[src/sv/knp2d_pkg.sv]
// ----------------------------------------------------------------------------
// knp2d_pkg
// Shared types and constants for the 2D k-nearest-points block.
// ----------------------------------------------------------------------------
package knp2d_pkg;

   localparam logic OP_LOAD  = 1'b0;
   localparam logic OP_QUERY = 1'b1;

   localparam int DIST_W = 33;

   typedef struct packed {
      logic               op;
      logic               first;
      logic signed [15:0] x;
      logic signed [15:0] y;
      logic [5:0]         key_index;
      logic [6:0]         want_count;
   } req_type;

   typedef struct packed {
      logic [5:0]         rank;
      logic signed [15:0] near_x;
      logic signed [15:0] near_y;
      logic [32:0]        dist_sq;
      logic               is_infinite;
      logic               last;
   } rsp_type;

   // Controller to datapath commands
   typedef struct packed {
      logic load;        // write the request point into the store
      logic key_cap;     // capture key read data
      logic scan_start;  // clear best-so-far for a new selection pass
      logic scan_eval;   // compare the read point with best-so-far
      logic emit_cap;    // capture the chosen point into the output register
   } cmd_type;

   // Datapath status back to controller
   typedef struct packed {
      logic rsp_busy;    // output register still holds an untaken result
   } sts_type;

endpackage

[src/sv/k_nearest_points_2d.sv]
// ----------------------------------------------------------------------------
// k_nearest_points_2d
// Brute-force k nearest points in the plane over a stored point set.
// ----------------------------------------------------------------------------
// A load request stores one point. A query reads the key point, then runs one
// selection pass over all N stored points per reported point, through the single
// read port of the point memory; while a query runs, no new request is taken.
// Results come out nearest first; points equal to the key come last with
// is_infinite set.
module k_nearest_points_2d
   import knp2d_pkg::*;
#(
   parameter int MAX_POINTS = 64
) (
   input  logic    clock,
   input  logic    reset,
   input  logic    req_valid,
   output logic    req_stall,
   input  req_type req_data,
   output logic    rsp_valid,
   input  logic    rsp_stall,
   output rsp_type rsp_data
);

   localparam int IDX_W = 6;

   cmd_type          cmd;
   sts_type          sts;
   logic [IDX_W-1:0] wr_idx, rd_idx, rank, best_idx;
   logic             last;

   knp2d_ctrl #(.MAX_POINTS(MAX_POINTS), .IDX_W(IDX_W)) u_ctrl (
      .clock, .reset, .req_valid, .req_stall, .req_data, .sts, .best_idx,
      .cmd, .wr_idx, .rd_idx, .rank, .last
   );

   knp2d_datapath #(.IDX_W(IDX_W)) u_dp (
      .clock, .reset, .cmd, .req(req_data), .wr_idx, .rd_idx, .rank, .last,
      .best_idx, .sts, .rsp_valid, .rsp_stall, .rsp_data
   );

endmodule

[src/sv/knp2d_datapath.sv]
// ----------------------------------------------------------------------------
// knp2d_datapath
// Point store, squared-distance unit, best-candidate selection and output reg.
// ----------------------------------------------------------------------------
module knp2d_datapath
   import knp2d_pkg::*;
#(
   parameter int IDX_W = 6
) (
   input  logic             clock,
   input  logic             reset,
   input  cmd_type          cmd,
   input  req_type          req,
   input  logic [IDX_W-1:0] wr_idx,
   input  logic [IDX_W-1:0] rd_idx,
   input  logic [IDX_W-1:0] rank,
   input  logic             last,
   // current best candidate index, read back to emit the chosen point
   output logic [IDX_W-1:0] best_idx,
   output sts_type          sts,
   output logic             rsp_valid,
   input  logic             rsp_stall,
   output rsp_type          rsp_data
);

   localparam int DEPTH = 1 << IDX_W;

   logic [31:0] mem_ff [DEPTH];
   logic [31:0] rd_ff;
   logic [IDX_W-1:0] rd_idx_ff;

   logic signed [15:0] kx_ff, ky_ff;
   // threshold: last emitted (inf, dist, idx); thr_vld_ff means one exists
   logic               thr_vld_ff, thr_inf_ff;
   logic [DIST_W-1:0]  thr_d_ff;
   logic [IDX_W-1:0]   thr_i_ff;
   logic               bst_vld_ff, bst_inf_ff;
   logic [DIST_W-1:0]  bst_d_ff;
   logic [IDX_W-1:0]   bst_i_ff;
   rsp_type            rsp_ff;
   logic               rsp_vld_ff;

   // store and registered read
   always_ff @(posedge clock) begin
      if (cmd.load) mem_ff[wr_idx] <= {req.x, req.y};
      rd_ff     <= mem_ff[rd_idx];
      rd_idx_ff <= rd_idx;
   end

   // distance of the read point to the key
   logic signed [16:0] dx, dy;
   logic [33:0]        dx2, dy2;
   logic [DIST_W-1:0]  p_dist;
   logic               p_inf;
   assign dx     = 17'(signed'(rd_ff[31:16])) - 17'(kx_ff);
   assign dy     = 17'(signed'(rd_ff[15:0]))  - 17'(ky_ff);
   assign dx2    = 34'(dx * dx);
   assign dy2    = 34'(dy * dy);
   assign p_dist = DIST_W'(dx2 + dy2);
   assign p_inf  = (rd_ff[31:16] == kx_ff) && (rd_ff[15:0] == ky_ff);

   // order key compare: a before b (inf, dist, index)
   function automatic logic before_k(logic ia, logic [DIST_W-1:0] da,
         logic [IDX_W-1:0] xa, logic ib, logic [DIST_W-1:0] db,
         logic [IDX_W-1:0] xb);
      if (ia != ib) return ib;
      if (!ia && da != db) return da < db;
      return xa < xb;
   endfunction

   logic after_thr, beats_bst;
   assign after_thr = !thr_vld_ff ||
                      before_k(thr_inf_ff, thr_d_ff, thr_i_ff, p_inf, p_dist, rd_idx_ff);
   assign beats_bst = !bst_vld_ff ||
                      before_k(p_inf, p_dist, rd_idx_ff, bst_inf_ff, bst_d_ff, bst_i_ff);

   // selection registers
   always_ff @(posedge clock) begin
      if (reset) begin
         thr_vld_ff <= 1'b0;
         bst_vld_ff <= 1'b0;
      end else begin
         if (cmd.key_cap) begin
            kx_ff <= signed'(rd_ff[31:16]);
            ky_ff <= signed'(rd_ff[15:0]);
            thr_vld_ff <= 1'b0;
         end
         if (cmd.scan_start) bst_vld_ff <= 1'b0;
         if (cmd.scan_eval && after_thr && beats_bst) begin
            bst_vld_ff <= 1'b1;
            bst_inf_ff <= p_inf;
            bst_d_ff   <= p_dist;
            bst_i_ff   <= rd_idx_ff;
         end
         if (cmd.emit_cap) begin
            thr_vld_ff <= 1'b1;
            thr_inf_ff <= bst_inf_ff;
            thr_d_ff   <= bst_d_ff;
            thr_i_ff   <= bst_i_ff;
         end
      end
   end

   // output register
   always_ff @(posedge clock) begin
      if (reset) rsp_vld_ff <= 1'b0;
      else if (cmd.emit_cap) rsp_vld_ff <= 1'b1;
      else if (!rsp_stall) rsp_vld_ff <= 1'b0;
      if (cmd.emit_cap) begin
         rsp_ff.rank        <= 6'(rank);
         rsp_ff.near_x      <= signed'(rd_ff[31:16]);
         rsp_ff.near_y      <= signed'(rd_ff[15:0]);
         rsp_ff.dist_sq     <= bst_inf_ff ? '0 : bst_d_ff;
         rsp_ff.is_infinite <= bst_inf_ff;
         rsp_ff.last        <= last;
      end
   end

   assign best_idx     = bst_i_ff;
   assign sts.rsp_busy = rsp_vld_ff && rsp_stall;
   assign rsp_valid    = rsp_vld_ff;
   assign rsp_data     = rsp_ff;

endmodule

[src/sv/knp2d_ctrl.sv]
// ----------------------------------------------------------------------------
// knp2d_ctrl
// Sequencer: loads, key read, one selection scan per reported point.
// ----------------------------------------------------------------------------
module knp2d_ctrl
   import knp2d_pkg::*;
#(
   parameter int MAX_POINTS = 64,
   parameter int IDX_W      = 6
) (
   input  logic             clock,
   input  logic             reset,
   input  logic             req_valid,
   output logic             req_stall,
   input  req_type          req_data,
   input  sts_type          sts,
   input  logic [IDX_W-1:0] best_idx,
   output cmd_type          cmd,
   output logic [IDX_W-1:0] wr_idx,
   output logic [IDX_W-1:0] rd_idx,
   output logic [IDX_W-1:0] rank,
   output logic             last
);

   localparam logic [2:0] S_IDLE = 3'd0;
   localparam logic [2:0] S_KEY  = 3'd1;
   localparam logic [2:0] S_SCAN = 3'd2;
   localparam logic [2:0] S_EVAL = 3'd3;
   localparam logic [2:0] S_ERD  = 3'd4;
   localparam logic [2:0] S_EMIT = 3'd5;

   localparam logic [IDX_W:0] MAXP = (IDX_W+1)'(MAX_POINTS);

   logic [2:0]       state_ff, state_in;
   logic [IDX_W:0]   count_ff, count_in;
   logic [IDX_W:0]   k_ff, k_in;
   logic [IDX_W:0]   rank_ff, rank_in;
   logic [IDX_W:0]   scan_ff, scan_in;

   logic take, is_load, q_ok;
   logic [IDX_W:0] cnt_base, want_k;

   assign req_stall = (state_ff != S_IDLE);
   assign take      = req_valid && !req_stall;
   assign is_load   = (req_data.op == OP_LOAD);
   assign cnt_base  = req_data.first ? '0 : count_ff;
   assign want_k    = ((IDX_W+1)'(req_data.want_count) < count_ff) ?
                      (IDX_W+1)'(req_data.want_count) : count_ff;
   assign q_ok      = ((IDX_W+1)'(req_data.key_index) < count_ff) && (want_k != '0);

   always_comb begin
      state_in = state_ff;
      count_in = count_ff;
      k_in     = k_ff;
      rank_in  = rank_ff;
      scan_in  = scan_ff;
      cmd      = '0;
      rd_idx   = scan_ff[IDX_W-1:0];
      unique case (state_ff)
         S_IDLE: begin
            rd_idx = req_data.key_index[IDX_W-1:0];
            if (take && is_load) begin
               if (cnt_base < MAXP) begin
                  cmd.load = 1'b1;
                  count_in = cnt_base + 1'b1;
               end
            end else if (take && q_ok) begin
               k_in     = want_k;
               rank_in  = '0;
               state_in = S_KEY;
            end
         end
         S_KEY: begin
            cmd.key_cap    = 1'b1;
            cmd.scan_start = 1'b1;
            scan_in        = '0;
            state_in       = S_SCAN;
         end
         S_SCAN: begin
            // issue read of scan index; evaluate next cycle
            scan_in  = scan_ff + 1'b1;
            state_in = S_EVAL;
         end
         S_EVAL: begin
            cmd.scan_eval = 1'b1;
            if (scan_ff == count_ff) state_in = S_ERD;
            else begin
               scan_in  = scan_ff + 1'b1;
               state_in = S_EVAL;
            end
         end
         S_ERD: begin
            rd_idx = best_idx;
            if (!sts.rsp_busy) state_in = S_EMIT;
         end
         S_EMIT: begin
            cmd.emit_cap = 1'b1;
            rank_in      = rank_ff + 1'b1;
            if (rank_ff + 1'b1 == k_ff) state_in = S_IDLE;
            else begin
               cmd.scan_start = 1'b1;
               scan_in        = '0;
               state_in       = S_SCAN;
            end
         end
         default: state_in = S_IDLE;
      endcase
   end

   // S_SCAN and S_EVAL read through scan_ff; EVAL sees the previous read
   always_ff @(posedge clock) begin
      if (reset) begin
         state_ff <= S_IDLE;
         count_ff <= '0;
      end else begin
         state_ff <= state_in;
         count_ff <= count_in;
      end
      k_ff    <= k_in;
      rank_ff <= rank_in;
      scan_ff <= scan_in;
   end

   assign wr_idx = cnt_base[IDX_W-1:0];
   assign rank   = rank_ff[IDX_W-1:0];
   assign last   = (rank_ff + 1'b1 == k_ff);

endmodule
[config.mk]
export PLATFORM = sky130hd
export DESIGN_NAME = k_nearest_points_2d
export DESIGN_NICKNAME = d
export VERILOG_FILES = /design/src/sv/knp2d_pkg.sv /design/src/sv/k_nearest_points_2d.sv /design/src/sv/knp2d_datapath.sv /design/src/sv/knp2d_ctrl.sv
export SDC_FILE = /design/constraint.sdc
export NUM_CORES = 2
export LEC_CHECK = 0
export BUFFER_PORTS_ARGS = -buffer_cell sky130_fd_sc_hd__buf_4
export CAP_MARGIN = 20
export CELL_PAD_IN_SITES_DETAIL_PLACEMENT = 0
export CELL_PAD_IN_SITES_GLOBAL_PLACEMENT = 2
export CORE_MARGIN = 2
export CORE_UTILIZATION = 40
export DETAILED_ROUTE_END_ITERATION = 7
export MAX_ROUTING_LAYER = met4
export PLACE_DENSITY_LB_ADDON = 0.1
export SETUP_SLACK_MARGIN = 0.1
export SLEW_MARGIN = 30
export SYNTH_ARGS = -nofsm -noshare
export SYNTH_HDL_FRONTEND = slang
export SYNTH_SLANG_ARGS = --single-unit
export TNS_END_PERCENT = 5
[constraint.sdc]
create_clock -name clock -period 24.1 [get_ports clock]
set_input_delay 2.41 -clock clock [delete_from_list [all_inputs] [get_ports clock]]
set_output_delay 2.41 -clock clock [all_outputs]
set_load 0.02 [all_outputs]
# --- Word level (Yosys, flattened, before mapping) ---
# Memory sizes are Yosys's and may differ from the RTL's. A register that Yosys moved wholly into a read port is not among the register bits.
# Cells that the tools add are included.
word_totals:
  n_memories: 1
  romBits: 0
  latchBits: 0
  wordCells: 138
  reg_bits: 225
  mem_bits_rw: 2048
  in_bits: 51
memory_table:
  columns: ["memory", "words", "word_bits", "read_ports", "rd_ports_with_merged_regs", "write_ports", "line", "source"]
  rows:
  - ["u_dp.mem_ff", 64, 32, 1, 1, 1, "knp2d_datapath.sv:28", "logic [31:0] mem_ff [DEPTH];"]
op_classes:
  n_mul: 2
  eq_ne: 19
  n_lt_le_gt_ge: 7
  n_mux: 45
  div_mod_pow: 0
  shifts: 0
  n_addsub: 6
  bitwise: 3
  reduce_logical: 32
op_table:
  columns: ["operator", "count"]
  rows:
  - ["$lt A33 B33 Y1", 2]
  - ["$mul A17 B17 Y33", 2]
  - ["$ne A33 B33 Y1", 2]
  - ["$mux W7", 6]
  - ["$sub A16 B16 Y17", 2]
  - ["$add A33 B33 Y33", 1]
  - ["$eq A16 B16 Y1", 2]
  - ["$mux W1", 29]
  - ["$pmux W7 S4", 1]
  - ["$add A7 B1 Y7 const B", 3]
  - ["$pmux W3 S6", 1]
  - ["$reduce_and A3 Y1", 5]
  - ["$eq A7 B7 Y1", 2]
  - ["$pmux W7 S2", 1]
  - ["$lt A6 B6 Y1", 2]
  - ["$mux W3", 4]
  - ["$pmux W6 S2", 1]
  - ["$logic_and A1 B1 Y1", 10]
  - ["$ne A2 B2 Y1 const B", 4]
  - ["$lt A6 B7 Y1", 1]
  - ["$lt A7 B7 Y1", 1]
  - ["$lt A7 B7 Y1 const B", 1]
  - ["$reduce_bool A7 Y1", 1]
  - ["$eq A3 B2 Y1 const B", 2]
  - ["14 further kinds", 28]

# --- Depth between registers and ports, before layout ---
depth:
  depth_word: 13
  depth_mapped: 52
  ltp_nobuf: 51

# --- Hierarchy ---
# From an unflattened synthesis, not the netlist that was laid out.
unflattened:
  hier_cells: 6053
  area_unflattened_um2: 109222.3
modules_own_cells:
  columns: ["mod", "area_per_inst_um2", "instances", "cells_per_inst"]
  rows:
  - ["knp2d_datapath", 106986.4, 1, 5812]
  - ["knp2d_ctrl", 2235.9, 1, 241]

# --- Least setup slack after synthesis ---
# OpenSTA, ideal clock, no wires.
synth_timing:
  path_type: "register to register"
  from: "register u_dp.ky_ff[0]"
  to: "register u_dp.bst_i_ff[0] (netlist: u_dp.best_idx[0]), enable pin"
  setup_time_ns: 0.451
  required_ns: 23.649
  stages_incl_launch_ff: 45
  setup_slack_ns: 11.141
  path_buffers: 0
  arrival_time_ns: 12.508
  cell_sequence: "edfxtp_1 ha_1 fa_1 nor2b_1 o21ai_1 a21boi_0 o21ai_1 a21boi_1 o2111ai_1 a31oi_1 nand2b_1 a41oi_2 inv_2 nand2_1 inv_1 fa_1 fa_1 inv_1 [9 not listed] ha_1 a21oi_1 o21ai_2 o41ai_2 o211ai_2 a21oi_1 nor2_1 o21ai_0 nand2b_1 a21o_1 xnor2_1 ha_1 or2_2 maj3_1 nand3_1 nand2_1 a22o_1 a21oi_1"
synth_between:
  elab_chain_cells: 13
  word_cells_on_any_way: 32
  classes_between: "add/sub: 2; mul: 1; order compare: 2; eq/ne: 5; mux: 13; reduce/logical: 9"
synth_lines:
  columns: ["element", "line", "source"]
  rows:
  - ["start: declaration", "knp2d_datapath.sv:32", "logic signed [15:0] kx_ff, ky_ff;"]
  - ["start signal: assignment", "knp2d_datapath.sv:85", "ky_ff <= signed'(rd_ff[15:0]);"]
  - ["branches (longest 11 deep; another with $mul A17 B17 Y33)", null, null]
  - ["$logic_and A1 B1 Y1 *", "knp2d_datapath.sv:89", "if (cmd.scan_eval && after_thr && beats_bst) begin"]
  - ["$reduce_and A2 Y1 (no line) *", null, null]
  - ["end signal: assignment", "knp2d_datapath.sv:93", "bst_i_ff <= rd_idx_ff;"]
  - ["end: declaration", "knp2d_datapath.sv:39", "logic [IDX_W-1:0] bst_i_ff;"]
# Every way passes the cells marked *. The select of a mux whose other input is x is not followed.
# A chain may end at the register's enable or synchronous reset.

# --- Worst setup path in the final report ---
layout_timing:
  from: "register u_dp.rd_ff[0], read port of u_dp.mem_ff"
  to: "register u_dp.bst_d_ff[11], enable pin"
layout_between:
  elab_chain_cells: 13
  word_cells_on_any_way: 32
  classes_between: "add/sub: 2; mul: 1; order compare: 2; eq/ne: 5; mux: 13; reduce/logical: 9"
layout_lines:
  columns: ["element", "line", "source"]
  rows:
  - ["start: declaration", "knp2d_datapath.sv:29", "logic [31:0] rd_ff;"]
  - ["$sub A16 B16 Y17 *", "knp2d_datapath.sv:56", "assign dy = 17'(signed'(rd_ff[15:0])) - 17'(ky_ff);"]
  - ["$mul A17 B17 Y33 *", "knp2d_datapath.sv:58", "assign dy2 = 34'(dy * dy);"]
  - ["$add A33 B33 Y33 *", "knp2d_datapath.sv:59", "assign p_dist = DIST_W'(dx2 + dy2);"]
  - ["net u_dp.p_dist[25]", "knp2d_datapath.sv:53", "logic [DIST_W-1:0] p_dist;"]
  - ["branches (longest 8 deep; another with $lt A33 B33 Y1)", null, null]
  - ["$logic_and A1 B1 Y1 *", "knp2d_datapath.sv:89", null]
  - ["$reduce_and A2 Y1 (no line) *", null, null]
  - ["end signal: assignment", "knp2d_datapath.sv:92", "bst_d_ff <= p_dist;"]
  - ["end: declaration", "knp2d_datapath.sv:38", "logic [DIST_W-1:0] bst_d_ff;"]
# Mark *: on every way through the listed nets, which the timed path passes. The select of a mux whose other input is x is not followed.

==> out/metrics.cfg <==
[cells_and_area]
syn_to_final_growth_pct=12.8
fin_nets=7871
drive_gt1_share_pct=17.9

[timing]
timing.fmax_mhz=74.9
fin_skew_ns=0.112
period_minus_slack_ns=13.36
rsz0062_at_grt=false
finalSetupViolCount=0
tns_ns=0
fin_ws_ns=10.74
final_max_slew_viol_count=0
worst_pin_slew_ns=1.12
slew_headroom_pct=25.0
period_share_pct=55.4
final_hold_viol_count=0

[synthesis]
synth_edf_count=2254
syn_nets=7620
synth_top_family_by_area=adder cells
synth_top_area_share_pct=61.5
ys_top_cells_by_area=edfxtp_1, fa_1, mux4_2
yosysTopAreaCell=edfxtp_1
synth_warnings=0
synth.area.mux_share_pct=11.2
synthAdderAreaFrac_pct=13.6
netlist_area_um2=110000
netlist_instances=6732
async_flop_share_pct=0
yosys.area_share.xor_xnor_pct=0.890
synthSimpleGateAreaFrac_pct=5.21
synth_area_per_cell_um2=16.3
yosys_register_bits=2305
synth-compound-area-share_pct=2.81
synth-seq-area-share_pct=62.4
synth.distinct_cells=78
synth-main-ff-cell=edfxtp_1

[grt]
grt_first_pass_wirelength_mm=460
grt_pass1_vias=61822
grt_overflow=0
grt_max_degree=102
antenna_found_initial=17
grt_usage_pct=24.0

[floorplanning]
initial_core_util_pct=40.2
core.rowCount=192
die_y_um=529
io_pins=126
fp.dieW_um=529
die-area_um2=279000
core_um2=274000

[clocking]
h-tree-depth=4
cts.sinks=2305
cts_setup_buffers=0
cts_resized=0
ctsHoldBuffers=0
clock_latency_ns=0.92
cts_buffers=246
clockBufferDepth=4
ctsRootBufferMaster=clkbuf_16
cts_tree=yes
path_clk_slew_ns=0.06

[critical_path]
end_kind=register
cp.required_ns=24.65
cpMaxStageDelayCell=fa_1
max_stage_delay_ns=0.59
arrival_ns=13.91
critical_path.most_common_cell=fa_1
crit_type=register to register
path_max_fanout=31
reg2reg_depth=47
crit_path_start_kind=register

[place]
post-place-ws_ns=10.64
dp_hpwl_mm=205
portBuffers=125
gp_congestion=0.859

[routing]
postRouteWirelength_mm=324
ant_nets=0
route.detailed.drc=0
drt_iter0_drc=4759
viasPerCell=5.46
wl_per_cell_um=30.1
num_vias=58809
drtPass1Iterations=6

[flow_run]
drv_cap=0

[hold_path]
hold_depth=0
hp-class=register to register

[status]
status=complete, no violations

## worst max-delay path, delay by kind of cell, from the launching register on
| kind | cells | cell delay, ns |
|---|---|---|
| AO/OA/AOI/OAI | 20 | 4.56 |
| adder cells (fa/ha/maj) | 12 | 5.35 |
| AND/OR/NAND/NOR | 5 | 1.02 |
| flip-flops | 1 | 0.34 |
| buffers and inverters | 10 | 1.73 |
## per-layer routing
layer	share of wire (%)	wire [um]	up-vias	GRT usage, %
met5	0	0	-	-
met4	3.0	9590	0	6.44
li1	-	-	25155	-
met3	5.4	17500	388	3.63
met2	50	163000	1439	39.7
met1	41	135000	31827	31.0
## final cells by class
class	count	area, um2
clock buffer	318	6550
clock inverter	121	1220
timing repair buffer	283	2240
antenna	13	32.5
sequential	2305	68700
multi-input combinational	3321	37800
inverter	826	3110
fill	24049	149000
tap	3589	4490
## flip-flops by register name (all words and copies together) (netlist names), 3 cells and up
name and flops:
u_ctrl.count_ff 7, u_ctrl.k_ff 7, u_ctrl.rank_ff 7, u_ctrl.scan_ff 7, u_ctrl.state_ff 3, u_dp.best_idx 6
u_dp.bst_d_ff 33, u_dp.kx_ff 16, u_dp.ky_ff 16, u_dp.mem_ff 2048, u_dp.rd_ff 32, u_dp.rd_idx_ff 6
u_dp.rsp_data 73, u_dp.thr_d_ff 33, u_dp.thr_i_ff 6
## cell families (layout without fill, tap and decap cells)
family                   after synthesis  in the layout
XOR/XNOR                             111            111
AO/OA/AOI/OAI                        447            447
flip-flops                          2305           2305
multiplexers                         587            587
buffers and inverters               1106           1548
AND/OR/NAND/NOR                     1333           1333
adder cells (fa/ha/maj)              843            843
other                                  0             13
## cells in the final DEF, fill, tap and decap left out, drive strengths merged, types with 24 or more instances in the layout
| cell type | instances |
|---|---|
| ha | 244 |
| xnor2 | 66 |
| mux4 | 512 |
| a211oi | 79 |
| a311oi | 36 |
| a31oi | 43 |
| fa | 593 |
| edfxtp | 2254 |
| mux2i | 74 |
| nand2b | 24 |
| a21o | 43 |
| clkbuf | 318 |
| nor2 | 351 |
| and3 | 76 |
| a21oi | 107 |
| inv | 817 |
| buf | 283 |
| xor2 | 45 |
| nand3 | 161 |
| o21ai | 60 |
| clkinv | 104 |
| nand2 | 610 |
| dfxtp | 51 |
## worst paths after layout
check,start,endpoint,slack (ns)
setup / recovery,u_dp.rd_ff[0],u_dp.bst_d_ff[11],10.74
hold / removal,u_dp.rd_ff[23],u_dp.kx_ff[7],0.44
setup reg to reg,u_dp.rd_ff[0],u_dp.bst_d_ff[11],10.74
hold reg to reg,u_dp.rd_ff[23],u_dp.kx_ff[7],0.44
## synthesized netlist by cell type, drive strengths merged, types with 60 or more instances
| master | count |
|---|---|
| edfxtp | 2254 |
| inv | 818 |
| nand2 | 610 |
| fa | 593 |
| mux4 | 512 |
| nor2 | 351 |
| ha | 244 |
| nand3 | 161 |
| clkbuf | 159 |
| buf | 121 |
| a21oi | 107 |
| a211oi | 79 |
| and3 | 76 |
| mux2i | 74 |
| xnor2 | 66 |
| o21ai | 60 |
## stage by stage
step                instances  hold slack [ns]  util [%]  cell area [um2]
detailed placement      10324            0.434      42.5           116000
floorplan                6732            0.423         -           110000
global route            10766            0.432      45.4           124000
global placement        10324            0.428      42.5           116000
finish                  10776            0.437      45.4           124000
CTS                     10763            0.425      45.4           124000
Power is not shown: default switching activity piles up to over one toggle a cycle in this logic, so the estimate is an artifact.
